`config.mk`:
```
export PLATFORM = sky130hd
export DESIGN_NAME = contiguous_subarray_sum_match_unit
export DESIGN_NICKNAME = d
export VERILOG_FILES = /design/src/hdl/csm_pkg.sv /design/src/hdl/contiguous_subarray_sum_match_unit.sv /design/src/hdl/csm_front.sv /design/src/hdl/csm_queue.sv /design/src/hdl/csm_back.sv
export SDC_FILE = /design/constraint.sdc
export NUM_CORES = 2
export LEC_CHECK = 0
export ABC_AREA = 0
export BUFFER_PORTS_ARGS = -buffer_cell sky130_fd_sc_hd__buf_2
export CORE_MARGIN = 2
export CORE_UTILIZATION = 40
export DETAILED_ROUTE_END_ITERATION = 16
export SLEW_MARGIN = 10
export SYNTH_ARGS = -nofsm -noshare
export SYNTH_HDL_FRONTEND = slang
export SYNTH_SLANG_ARGS = --single-unit
```
`constraint.sdc`:
```
create_clock -name clk -period 5.4 [get_ports clk]
set_input_delay 0.54 -clock clk [delete_from_list [all_inputs] [get_ports clk]]
set_output_delay 0.54 -clock clk [all_outputs]
set_load 0.05 [all_outputs]
```
`src/hdl/csm_pkg.sv`:
```
// shared types and constants for the subarray sum match unit
package csm_pkg;

	localparam int unsigned SUM_W            = 37;
	localparam int unsigned VALUE_W          = 31;
	localparam int unsigned IDX_W            = 6;
	localparam int unsigned MAX_ELEMENTS_DEF = 64;
	localparam int unsigned QUEUE_DEPTH      = 2;
	localparam int unsigned IN_DATA_W        = 32;
	localparam int unsigned OUT_DATA_W       = 16;

	// one classified element on its way from front to back
	typedef struct packed {
		logic             drop;
		logic [IDX_W-1:0] end_idx;
		logic [SUM_W-1:0] prev_total;
		logic [SUM_W-1:0] key;
	} cmd_t;

	// one result item
	typedef struct packed {
		logic [IDX_W-1:0] start_index;
		logic [IDX_W-1:0] end_index;
		logic             dropped;
		logic             last_of_run;
	} result_t;

	typedef enum logic [1:0] {
		B_IDLE,
		B_SCAN,
		B_FLUSH,
		B_DROP
	} back_state_t;

endpackage

```
`src/hdl/contiguous_subarray_sum_match_unit.sv`:
```
// Reports every contiguous run of a list whose sum equals target_sum. Elements enter on the
// slave stream (tlast closes the list); each accepted element is classified at once and queued,
// and the back end stores its prefix in a single-port prefix memory and reads the stored
// prefixes back one a cycle while no held match waits on a stalled master side. An element
// past MAX_ELEMENTS gives one result with the dropped flag set. The front accepts while the
// two-entry command queue has room, so input transfers keep flowing during a scan. Results
// leave ordered by end index, then start index; tlast marks the last result of an element,
// and an element with no matching run gives no result. The user must write target_sum only
// while idle; the block itself does not enforce it.
module contiguous_subarray_sum_match_unit #(
	parameter int unsigned MAX_ELEMENTS = csm_pkg::MAX_ELEMENTS_DEF
) (
	input  logic                          clk,
	input  logic                          arst_n,
	input  logic                          cfg_wr_en,
	input  logic [csm_pkg::SUM_W-1:0]     cfg_wr_data,   // target_sum
	input  logic                          s_axis_tvalid,
	output logic                          s_axis_tready,
	input  logic [csm_pkg::IN_DATA_W-1:0] s_axis_tdata,  // value[30:0], zero pad
	input  logic                          s_axis_tlast,  // last_in_list
	output logic                          m_axis_tvalid,
	input  logic                          m_axis_tready,
	output logic [csm_pkg::OUT_DATA_W-1:0] m_axis_tdata, // start_index[5:0], end_index[11:6]
	output logic                          m_axis_tuser,  // dropped
	output logic                          m_axis_tlast   // last_of_run
);
	import csm_pkg::*;

	logic    f_valid;
	logic    f_ready;
	cmd_t    f_cmd;
	logic    q_valid;
	logic    q_ready;
	cmd_t    q_cmd;
	result_t res;

	csm_front #(
		.MAX_ELEMENTS(MAX_ELEMENTS)
	) u_front (
		.clk        (clk),
		.arst_n     (arst_n),
		.cfg_wr_en  (cfg_wr_en),
		.cfg_wr_data(cfg_wr_data),
		.in_valid   (s_axis_tvalid),
		.in_ready   (s_axis_tready),
		.in_value   (s_axis_tdata[VALUE_W-1:0]),
		.in_last    (s_axis_tlast),
		.cmd_valid  (f_valid),
		.cmd_ready  (f_ready),
		.cmd        (f_cmd)
	);

	csm_queue u_queue (
		.clk     (clk),
		.arst_n  (arst_n),
		.wr_valid(f_valid),
		.wr_ready(f_ready),
		.wr_data (f_cmd),
		.rd_valid(q_valid),
		.rd_ready(q_ready),
		.rd_data (q_cmd)
	);

	csm_back #(
		.MAX_ELEMENTS(MAX_ELEMENTS)
	) u_back (
		.clk      (clk),
		.arst_n   (arst_n),
		.cmd_valid(q_valid),
		.cmd_ready(q_ready),
		.cmd      (q_cmd),
		.res_valid(m_axis_tvalid),
		.res_ready(m_axis_tready),
		.res      (res)
	);

	assign m_axis_tdata = {(OUT_DATA_W - 2 * IDX_W)'(0), res.end_index, res.start_index};
	assign m_axis_tuser = res.dropped;
	assign m_axis_tlast = res.last_of_run;

endmodule

```
`src/hdl/csm_front.sv`:
```
// front end: accepts elements, keeps running total and count, builds commands
module csm_front #(
	parameter int unsigned MAX_ELEMENTS = csm_pkg::MAX_ELEMENTS_DEF
) (
	input  logic                       clk,
	input  logic                       arst_n,
	input  logic                       cfg_wr_en,
	input  logic [csm_pkg::SUM_W-1:0]  cfg_wr_data,
	input  logic                       in_valid,
	output logic                       in_ready,
	input  logic [csm_pkg::VALUE_W-1:0] in_value,
	input  logic                       in_last,
	output logic                       cmd_valid,
	input  logic                       cmd_ready,
	output csm_pkg::cmd_t              cmd
);
	import csm_pkg::*;

	localparam int unsigned CW = $clog2(MAX_ELEMENTS + 1);

	logic [SUM_W-1:0] target_q;
	logic [SUM_W-1:0] total_q;
	logic [CW-1:0]    count_q;
	logic [SUM_W-1:0] after;
	logic             full;
	logic             take;

	assign full      = (count_q >= CW'(MAX_ELEMENTS));
	assign after     = total_q + SUM_W'(in_value);
	assign in_ready  = cmd_ready;
	assign cmd_valid = in_valid;
	assign take      = in_valid && cmd_ready;

	always_comb begin
		cmd.drop       = full;
		cmd.end_idx    = IDX_W'(count_q);
		cmd.prev_total = total_q;
		// a stored prefix equal to this key closes a matching run
		cmd.key        = after - target_q;
	end

	always_ff @(posedge clk or negedge arst_n) begin
		if (!arst_n) begin
			target_q <= '0;
		end else if (cfg_wr_en) begin
			target_q <= cfg_wr_data;
		end
	end

	always_ff @(posedge clk or negedge arst_n) begin
		if (!arst_n) begin
			total_q <= '0;
			count_q <= '0;
		end else if (take) begin
			if (in_last) begin
				total_q <= '0;
				count_q <= '0;
			end else if (!full) begin
				total_q <= after;
				count_q <= count_q + CW'(1);
			end
		end
	end

endmodule

```
`src/hdl/csm_queue.sv`:
```
// short command queue between front and back
module csm_queue (
	input  logic          clk,
	input  logic          arst_n,
	input  logic          wr_valid,
	output logic          wr_ready,
	input  csm_pkg::cmd_t wr_data,
	output logic          rd_valid,
	input  logic          rd_ready,
	output csm_pkg::cmd_t rd_data
);
	import csm_pkg::*;

	localparam int unsigned AW = $clog2(QUEUE_DEPTH);
	localparam int unsigned NW = $clog2(QUEUE_DEPTH + 1);

	cmd_t          slot_q [QUEUE_DEPTH];
	logic [AW-1:0] wr_ptr_q;
	logic [AW-1:0] rd_ptr_q;
	logic [NW-1:0] fill_q;
	logic          push;
	logic          pop;

	assign wr_ready = (fill_q != NW'(QUEUE_DEPTH));
	assign rd_valid = (fill_q != '0);
	assign rd_data  = slot_q[rd_ptr_q];
	assign push     = wr_valid && wr_ready;
	assign pop      = rd_valid && rd_ready;

	always_ff @(posedge clk) begin
		if (push) begin
			slot_q[wr_ptr_q] <= wr_data;
		end
	end

	always_ff @(posedge clk or negedge arst_n) begin
		if (!arst_n) begin
			wr_ptr_q <= '0;
			rd_ptr_q <= '0;
			fill_q   <= '0;
		end else begin
			if (push) begin
				wr_ptr_q <= (wr_ptr_q == AW'(QUEUE_DEPTH - 1)) ? '0 : wr_ptr_q + AW'(1);
			end
			if (pop) begin
				rd_ptr_q <= (rd_ptr_q == AW'(QUEUE_DEPTH - 1)) ? '0 : rd_ptr_q + AW'(1);
			end
			if (push && !pop) begin
				fill_q <= fill_q + NW'(1);
			end else if (pop && !push) begin
				fill_q <= fill_q - NW'(1);
			end
		end
	end

endmodule

```
`src/hdl/csm_back.sv`:
```
// back end: prefix store, scan over stored prefixes and result register
module csm_back #(
	parameter int unsigned MAX_ELEMENTS = csm_pkg::MAX_ELEMENTS_DEF
) (
	input  logic            clk,
	input  logic            arst_n,
	input  logic            cmd_valid,
	output logic            cmd_ready,
	input  csm_pkg::cmd_t   cmd,
	output logic            res_valid,
	input  logic            res_ready,
	output csm_pkg::result_t res
);
	import csm_pkg::*;

	localparam int unsigned AW = (MAX_ELEMENTS > 1) ? $clog2(MAX_ELEMENTS) : 1;

	logic [SUM_W-1:0] mem [MAX_ELEMENTS];

	back_state_t      state_q, state_d;
	logic [IDX_W-1:0] end_q;
	logic [SUM_W-1:0] key_q;
	logic [IDX_W-1:0] addr_q;
	logic             issue_q;
	logic             rd_valid_s1;
	logic [IDX_W-1:0] rd_idx_s1;
	logic [SUM_W-1:0] rd_data_s1;
	logic             pend_q;
	logic [IDX_W-1:0] pend_idx_q;
	logic             out_valid_q;
	result_t          out_q;

	logic             out_free;
	logic             hit;
	logic             pop;
	logic             advance;
	logic             emit_mid;
	logic             emit_fin;
	logic             emit_drop;
	logic             out_load;

	assign out_free  = !out_valid_q || res_ready;
	assign hit       = (rd_data_s1 == key_q);
	assign out_load  = emit_mid || emit_fin || emit_drop;
	assign cmd_ready = pop;
	assign res_valid = out_valid_q;
	assign res       = out_q;

	// next state
	always_comb begin
		state_d = state_q;
		case (state_q)
			B_IDLE: begin
				if (cmd_valid) begin
					state_d = cmd.drop ? B_DROP : B_SCAN;
				end
			end
			B_SCAN: begin
				if (!issue_q && !rd_valid_s1) begin
					state_d = B_FLUSH;
				end
			end
			B_FLUSH: begin
				if (!pend_q || out_free) begin
					state_d = B_IDLE;
				end
			end
			B_DROP: begin
				if (out_free) begin
					state_d = B_IDLE;
				end
			end
			default: state_d = B_IDLE;
		endcase
	end

	// control outputs
	always_comb begin
		pop       = 1'b0;
		advance   = 1'b0;
		emit_mid  = 1'b0;
		emit_fin  = 1'b0;
		emit_drop = 1'b0;
		case (state_q)
			B_IDLE: begin
				pop = cmd_valid;
			end
			B_SCAN: begin
				// a second match must wait until the held one has left
				advance  = !(rd_valid_s1 && hit && pend_q && !out_free);
				emit_mid = advance && rd_valid_s1 && hit && pend_q;
			end
			B_FLUSH: begin
				emit_fin = pend_q && out_free;
			end
			B_DROP: begin
				emit_drop = out_free;
			end
			default: begin
				pop = 1'b0;
			end
		endcase
	end

	always_ff @(posedge clk) begin
		if (pop && !cmd.drop) begin
			mem[cmd.end_idx[AW-1:0]] <= cmd.prev_total;
		end
		if (advance && issue_q) begin
			rd_data_s1 <= mem[addr_q[AW-1:0]];
		end
	end

	always_ff @(posedge clk) begin
		if (pop) begin
			end_q <= cmd.end_idx;
			key_q <= cmd.key;
		end
		if (advance && issue_q) begin
			rd_idx_s1 <= addr_q;
		end
		if (advance && rd_valid_s1 && hit) begin
			pend_idx_q <= rd_idx_s1;
		end
		if (out_load) begin
			out_q.start_index <= emit_drop ? '0 : pend_idx_q;
			out_q.end_index   <= emit_drop ? '0 : end_q;
			out_q.dropped     <= emit_drop;
			out_q.last_of_run <= emit_drop || emit_fin;
		end
	end

	always_ff @(posedge clk or negedge arst_n) begin
		if (!arst_n) begin
			state_q     <= B_IDLE;
			addr_q      <= '0;
			issue_q     <= 1'b0;
			rd_valid_s1 <= 1'b0;
			pend_q      <= 1'b0;
			out_valid_q <= 1'b0;
		end else begin
			state_q <= state_d;
			if (pop && !cmd.drop) begin
				addr_q  <= '0;
				issue_q <= 1'b1;
			end else if (advance) begin
				rd_valid_s1 <= issue_q;
				if (issue_q) begin
					if (addr_q == end_q) begin
						issue_q <= 1'b0;
					end else begin
						addr_q <= addr_q + IDX_W'(1);
					end
				end
			end
			if (advance && rd_valid_s1 && hit) begin
				pend_q <= 1'b1;
			end else if (emit_fin) begin
				pend_q <= 1'b0;
			end
			if (out_load) begin
				out_valid_q <= 1'b1;
			end else if (res_ready) begin
				out_valid_q <= 1'b0;
			end
		end
	end

	a_drop_is_last: assert property (@(posedge clk) disable iff (!arst_n)
		out_valid_q && out_q.dropped |-> out_q.last_of_run)
		else $error("dropped result without last_of_run");

	a_load_only_when_free: assert property (@(posedge clk) disable iff (!arst_n)
		out_load |-> out_free)
		else $error("result register overwritten while still held");

	a_scan_in_range: assert property (@(posedge clk) disable iff (!arst_n)
		rd_valid_s1 |-> (rd_idx_s1 <= end_q) && (state_q == B_SCAN))
		else $error("prefix read outside the current run");

	a_pend_in_scan: assert property (@(posedge clk) disable iff (!arst_n)
		pend_q |-> (state_q == B_SCAN || state_q == B_FLUSH))
		else $error("held match outside scan");

	a_scan_ends: assert property (@(posedge clk) disable iff (!arst_n)
		(state_q == B_SCAN) && !issue_q && !rd_valid_s1 |=> state_q == B_FLUSH)
		else $error("scan did not hand over to flush");

endmodule

```
## Yosys cells after proc, flatten, opt, wreduce, memory -nomap -nowiden

Memory sizes are Yosys's and may differ from the RTL's. A register that Yosys moved wholly into a read port is not among the register bits.
Index checks and enable logic that the tools add are counted.

| storage, ports and cells | value |
|---|---|
| memories kept | 2 |
| register bits | 166 |
| memory bits (writable) | 2530 |
| logic and storage cells | 120 |
| output and inout port bits | 20 |

| operators by class | value |
|---|---|
| add/sub/neg operators | 8 |
| $lt $le $gt $ge | 1 |
| muxes and demuxes | 35 |
| bitwise gates (word level) | 1 |
| equal/unequal tests | 12 |
| reduce and logical (&&, ||, !) cells | 41 |

Memory list:

| name | words | bits a word | read ports | clocked after Yosys merged registers in | write ports | RTL line | RTL |
|---|---|---|---|---|---|---|---|
| u_back.mem | 64 | 37 | 1 | 1 | 1 | csm_back.sv:18 | `logic [SUM_W-1:0] mem [MAX_ELEMENTS];` |
| u_queue.slot_q | 2 | 81 | 1 | 0 | 1 | csm_queue.sv:17 | `cmd_t slot_q [QUEUE_DEPTH];` |

Operator list:

| cell | number |
|---|---|
| $mux W37 | 2 |
| $add A37 B31 Y37 | 1 |
| $eq A37 B37 Y1 | 1 |
| $sub A37 B37 Y37 | 1 |
| $mux W6 | 4 |
| $mux W1 | 19 |
| $logic_and A1 B1 Y1 | 16 |
| $mux W2 | 7 |
| $mux W7 | 2 |
| $reduce_bool A2 Y1 | 6 |
| $ne A2 B1 Y1 const B | 5 |
| $logic_not A1 Y1 | 9 |
| $pmux W2 S4 | 1 |
| $add A7 B1 Y7 const B | 1 |
| $ge A7 B7 Y1 const B | 1 |
| $add A6 B1 Y6 const B | 1 |
| $eq A6 B6 Y1 | 1 |
| $logic_or A1 B1 Y1 | 5 |
| $eq A2 B2 Y1 const B | 2 |
| $ne A2 B2 Y1 const B | 2 |
| $reduce_and A2 Y1 | 2 |
| $reduce_and A4 Y1 | 1 |
| $reduce_and A3 Y1 | 1 |
| $add A1 B1 Y1 const B | 2 |
| other kinds (5) | 5 |

## Logic depth before layout (Yosys ltp)

| depth | value |
|---|---|
| depth after elaboration | 12 |
| gate-level depth with buffers | 22 |
| depth with buffers taken out | 21 |

## Cells and area by module

From an unflattened synthesis, not the netlist that was laid out.

| second synthesis, totals | value |
|---|---|
| cells, all modules | 4822 |
| area, all modules | 107424.3 sq um |

Modules (own cells, without submodules):

| module | times used | sequential area each (sq um) | cells an instance | area each (sq um) |
|---|---|---|---|---|
| csm_back | 1 | 74591.5 | 3762 | 94195.3 |
| csm_front | 1 | 2026.9 | 785 | 6756.5 |
| csm_queue | 1 | 4964.8 | 270 | 6438.7 |
| contiguous_subarray_sum_match_unit | 1 | 0.0 | 5 | 33.8 |

## Worst setup path after synthesis

No wires, ideal clock.

| timing path | value |
|---|---|
| path type | reg-to-reg |
| start | register u_queue.fill_q[0] |
| end | memory u_queue.slot_q[0][0] (netlist name), enable pin |
| arrival time | 4.575 ns |
| period minus slack after synthesis | 5.096 ns |
| required time | 4.879 ns |
| cell stages (with the launch flop) | 4 |
| path slack | 0.304 ns |
| path through | dfrtp_1 nand2b_1 nand2_1 nor2_1 |

| on the way | value |
|---|---|
| longest elaborated chain between the ends | 4 |

Ends and longest elaborated chain:

| element | RTL line | RTL |
|---|---|---|
| start, declared | csm_queue.sv:20 | `logic [NW-1:0] fill_q;` |
| start signal, assigned | csm_queue.sv:49 | `fill_q <= fill_q + NW'(1);` |
| start signal, assigned | csm_queue.sv:51 | `fill_q <= fill_q - NW'(1);` |
| $ne A2 B2 Y1 | csm_queue.sv:24 | `assign wr_ready = (fill_q != NW'(QUEUE_DEPTH));` |
| net s_axis_tready | contiguous_subarray_sum_match_unit.sv:18 | `output logic s_axis_tready,` |
| $logic_and A1 B1 Y1 | csm_queue.sv:27 | `assign push = wr_valid && wr_ready;` |
| $mux W1 | csm_queue.sv:31 | `if (push) begin` |
| $mux W1 (not written as such) | csm_queue.sv:32 | `slot_q[wr_ptr_q] <= wr_data;` |
| end, declared | csm_queue.sv:17 |  |

The timed path passes the listed nets, and every way through them passes these cells.

==> key figures <==
Run status
  – Result of the run: complete, no violations

STA
  – Setup violation total in the final timing report: 0
  – Summed negative setup slack over all endpoints: 0 ns
  – Unrepaired setup endpoints after global routing: false
  – Worst Max-Slew Pin Slew: 1.28 ns
  – Share of the cycle needed by the critical path after routing: 0.902
  – Fmax: 205 MHz
  – Headroom to the max-slew limit: 0.148
  – Max Transition Viols Final: 0
  – Hold Vio Cnt, Final: 0
  – Clk_skew: 0.0485 ns
  – Shortest period the worst path allows: 4.87 ns

Logic synthesis
  – Synth warnings: 0
  – Synth async-reset ratio: 0.0355
  – Number of synthesized flops with an enable pin: 2636
  – Cells taking the most area after synthesis: sky130_fd_sc_hd__edfxtp_1, sky130_fd_sc_hd__mux4_2, sky130_fd_sc_hd__dfrtp_1, sky130_fd_sc_hd__mux2_2, sky130_fd_sc_hd__ha_1
  – Synthesized instance count: 4698
  – Most frequent cells after synthesis: sky130_fd_sc_hd__edfxtp_1, sky130_fd_sc_hd__mux4_2, sky130_fd_sc_hd__nor2_1
  – Cell with the most instances after synthesis: sky130_fd_sc_hd__edfxtp_1
  – Average instance area after synthesis: 22.7 um2
  – Number of storage elements in the synthesis netlist: 2733
  – Post-synthesis cell area: 107000 um2
  – Number of distinct library cells after synthesis: 76
  – Area fraction of the dominant cell type after synthesis: 0.742
  – Synth Flop Type: sky130_fd_sc_hd__edfxtp_1
  – Dominant cell type by area after synthesis: sky130_fd_sc_hd__edfxtp_1
  – Part of the Yosys area used for sequential elements: 0.765

Power
  – Final Total Pwr: 66000 uW
  – Total power per unit cell area: 540 nW/um2
  – Switching portion of total power: 0.298
  – Leakage dissipation: 0.0384 uW
  – Combinational share of power: 0.269
  – Net switching power: 19700 uW
  – IR Drop Worst-Case VDD: 0.358 mV
  – Power share of the sequential group: 0.442
  – Clock Power Share: 0.290
  – Int Pwr: 46400 uW

Hold path
  – Worst hold endpoint: u_front.total_q[0]$_DFFE_PN0P_
  – Class of the tightest hold or removal check: input pin to register
  – Hold path start: s_axis_tdata[0]
  – Instance count along the most critical hold path: 4

Critical path
  – Maximum single-stage delay on the critical path: 0.50 ns
  – Setup slack on the worst flop-to-flop path: 0.53 ns
  – Worst r2r path cells: 21
  – Crit-path slowest cell: sky130_fd_sc_hd__or4_4
  – Worst Path Arrival: 5.53 ns
  – Required time at the worst-slack endpoint: 6.06 ns
  – Reg-to-reg critical path endpoint: u_queue.slot_q[1][33]$_DFFE_PP_
  – Critical path capture point type: register
  – Cell breakdown of the critical path: ha_1 -> inv_1 -> fa_1 -> nor2b_1 -> o21ai_0 -> a21oi_1 -> o2111ai_1 -> buf_4 -> a21oi_1 -> o21a_1 -> nor2_1 -> xnor2_1 -> ha_1 -> nand2_1 -> or4_4 -> o221a_4 -> a21oi_4 -> o41ai_4 -> o31ai_2 -> a31oi_1 -> xnor2_1
  – Type of element launching the critical path: register
  – Worst setup path class: register to register
  – Maximum fanout along the worst path: 5
  – R2R Path Start: u_front.total_q[0]$_DFFE_PN0P_

Job
  – Max Cap Viol: 0

Floorplanning
  – Initial core utilization: 0.402
  – Site Rows: 189
  – Ports: 95
  – Total Die Area: 271000 um2
  – Core region area: 265000 um2
  – Die Y: 520 um
  – Die width: 520 um

Final layout
  – Fraction of final layout cells with drive strength greater than 1: 0.302
  – Count of nets after finishing: 5207
  – Post-route standard cell area excluding fillers: 122000 um2
  – Cell Count, Final, Fillers Out: 8803
  – Layout area overhead: 14.7%

Clock network
  – Maximum buffer depth of the clock tree: 4
  – Clock tree from TritonCTS: built
  – Worst-path clk slew: 0.06 ns
  – Root cell of the clock tree: sky130_fd_sc_hd__clkbuf_16
  – Number of sinks handled by clock tree synthesis: 2733
  – Clock latency of the later-clocked register in the worst-skew pair: 0.93 ns
  – Clock buffer count from CTS: 291
  – Total number of H-tree levels: 5

Drt
  – Length of the first detailed-routing pass in iterations: 6
  – Initial drt markers: 5110
  – Via count normalized by instance count: 5.62
  – Number of remaining DRC errors: 0
  – Total length of routed wires: 253 mm
  – Detailed-route via count: 49500
  – Final routed wire length divided by cell count: 28.8 um
  – Antenna viol nets, final: 0

Global route
  – Overall fraction of global-route tracks in use: 0.186
  – Global-route wire length before repair: 366 mm
  – Met2 Usage GRT: 0.307
  – Grt ovf: 0
  – Met3 track demand over resource in global routing: 0.0270
  – Antenna violations before repair: 16
  – Via count of the first global-routing pass: 51100
  – GRT Max-Usage Layer: met2
  – Largest net degree at the start of global routing: 81
  – Met1 track utilization from global routing: 0.261

Placed design
  – HPWL Detailed: 146 mm
  – Placed Cells incl. Taps: 8257
  – Placer's final routability congestion estimate: 0.834
  – Placed standard-cell area: 113000 um2
  – Number of port buffers: 89
## metal layers
layer  wire [um]  vias to the layer above
met2      126000                     1583
met4        5050                        2
met5          13                        -
met1      108000                    27100
li1            -                    20500
met3       14500                      298
## through the flow
stage	utilization	hold WS [ns]	setup slack (ns)
after global routing	0.461	0.0983	0.200
final	0.461	0.129	0.527
after floorplan	-	0.244	0.304
after global placement	0.425	0.408	0.291
after detailed placement	0.425	0.405	0.297
after CTS	0.460	0.0582	0.569
## repair_timing
item	in CTS	in global routing
hold buffers	39	0
endpoints found under the setup margin	0	0
buffers inserted	0	0
endpoints found under the hold margin	94	0
gates resized for setup	0	0
## sequential cells by signal, summed over array words and instances, names as in the netlist, 6 cells and up
signal,count
u_front.total_q,37
u_back.key_q,37
u_back.rd_data_s1,37
u_back.rd_idx_s1,6
u_back.mem,2368
u_front.count_q,7
u_queue.slot_q,162
u_back.res,14
u_back.addr_q,6
u_front.target_q,37
u_back.pend_idx_q,6
u_back.end_q,6
## layout by cell type (no fill, tap or decap), drive strengths merged, types with 4 or more instances in the layout
cell type and count:
a22o 28, clkbuf 353, nand2b 6, nand3 21, conb 4, clkinv 100
xnor2 51, bufinv 25, mux2i 5, o21a 14, a31oi 6, nor2 123
and2 16, nor2b 5, and3 6, edfxtp 2636, o31ai 9, diode 10
dfrtp 97, o21bai 7, a21o 41, nand2 105, or3 9, or4 5
buf 245, ha 71, nor3 10, mux4 777, xor2 69, a21oi 68
clkinvlp 10, o21ai 76, dlygate4sd3 39, a211oi 5, o211ai 8, nand4 14
mux2 79, nor4 10, inv 77
## critical path, delay by kind of cell (launching register included)
family	cells	cell delay [ns]
AO/OA/AOI/OAI	10	1.97
adder cells (fa/ha/maj)	3	0.91
AND/OR/NAND/NOR	4	0.75
flip-flops	1	0.40
XOR/XNOR	2	0.30
buffers and inverters	2	0.26
## power by group through the flow
stage	Sequential, uW	Clock (uW)	Combinational, uW
6_report	29200	19100	17700
5_1_grt	29300	20300	19000
4_1_cts	29200	19500	17800
3_5_place_dp	29600	0	17700
3_3_place_gp	29600	0	17300
2_1_floorplan	28900	0	11900
## how the worst max path moves through the flow
stage	from	end	slack (ns)	cells after the start
after floorplan	u_queue.fill_q[0]$_DFFE_PN0P_	u_queue.slot_q[0][0]$_DFFE_PP_	0.30	3
after global routing	u_front.total_q[0]$_DFFE_PN0P_	u_queue.slot_q[1][33]$_DFFE_PP_	0.20	21
after global placement	s_axis_tdata[0]	u_queue.slot_q[0][33]$_DFFE_PP_	0.29	22
after detailed placement	s_axis_tdata[0]	u_queue.slot_q[1][33]$_DFFE_PP_	0.30	22
final	u_front.total_q[0]$_DFFE_PN0P_	u_queue.slot_q[1][33]$_DFFE_PP_	0.53	21
after CTS	u_front.total_q[0]$_DFFE_PN0P_	u_queue.slot_q[1][33]$_DFFE_PP_	0.57	21
## kinds of logic after synthesis
family                     synth area share
and+or+nand+nor                      0.0143
xor gates and xnor gates            0.00985
muxes                                 0.173
AOI/OAI and AO/OA                    0.0180
other                             0.0000352
buffers and inverters                0.0116
adders and majority gates           0.00870
DFF                                   0.765
## final cells by class
class	instances	area, um2
multi-input cells	1678	24400
clock buffers	353	7660
fillers	21700	143000
repair buffers	284	2570
diodes	10	25.0
inverters	71	267
clock inverters	141	1330
well taps	3533	4420
flip-flops and latches	2733	81600
No activity file was read; power rests on OpenSTA's default activity.
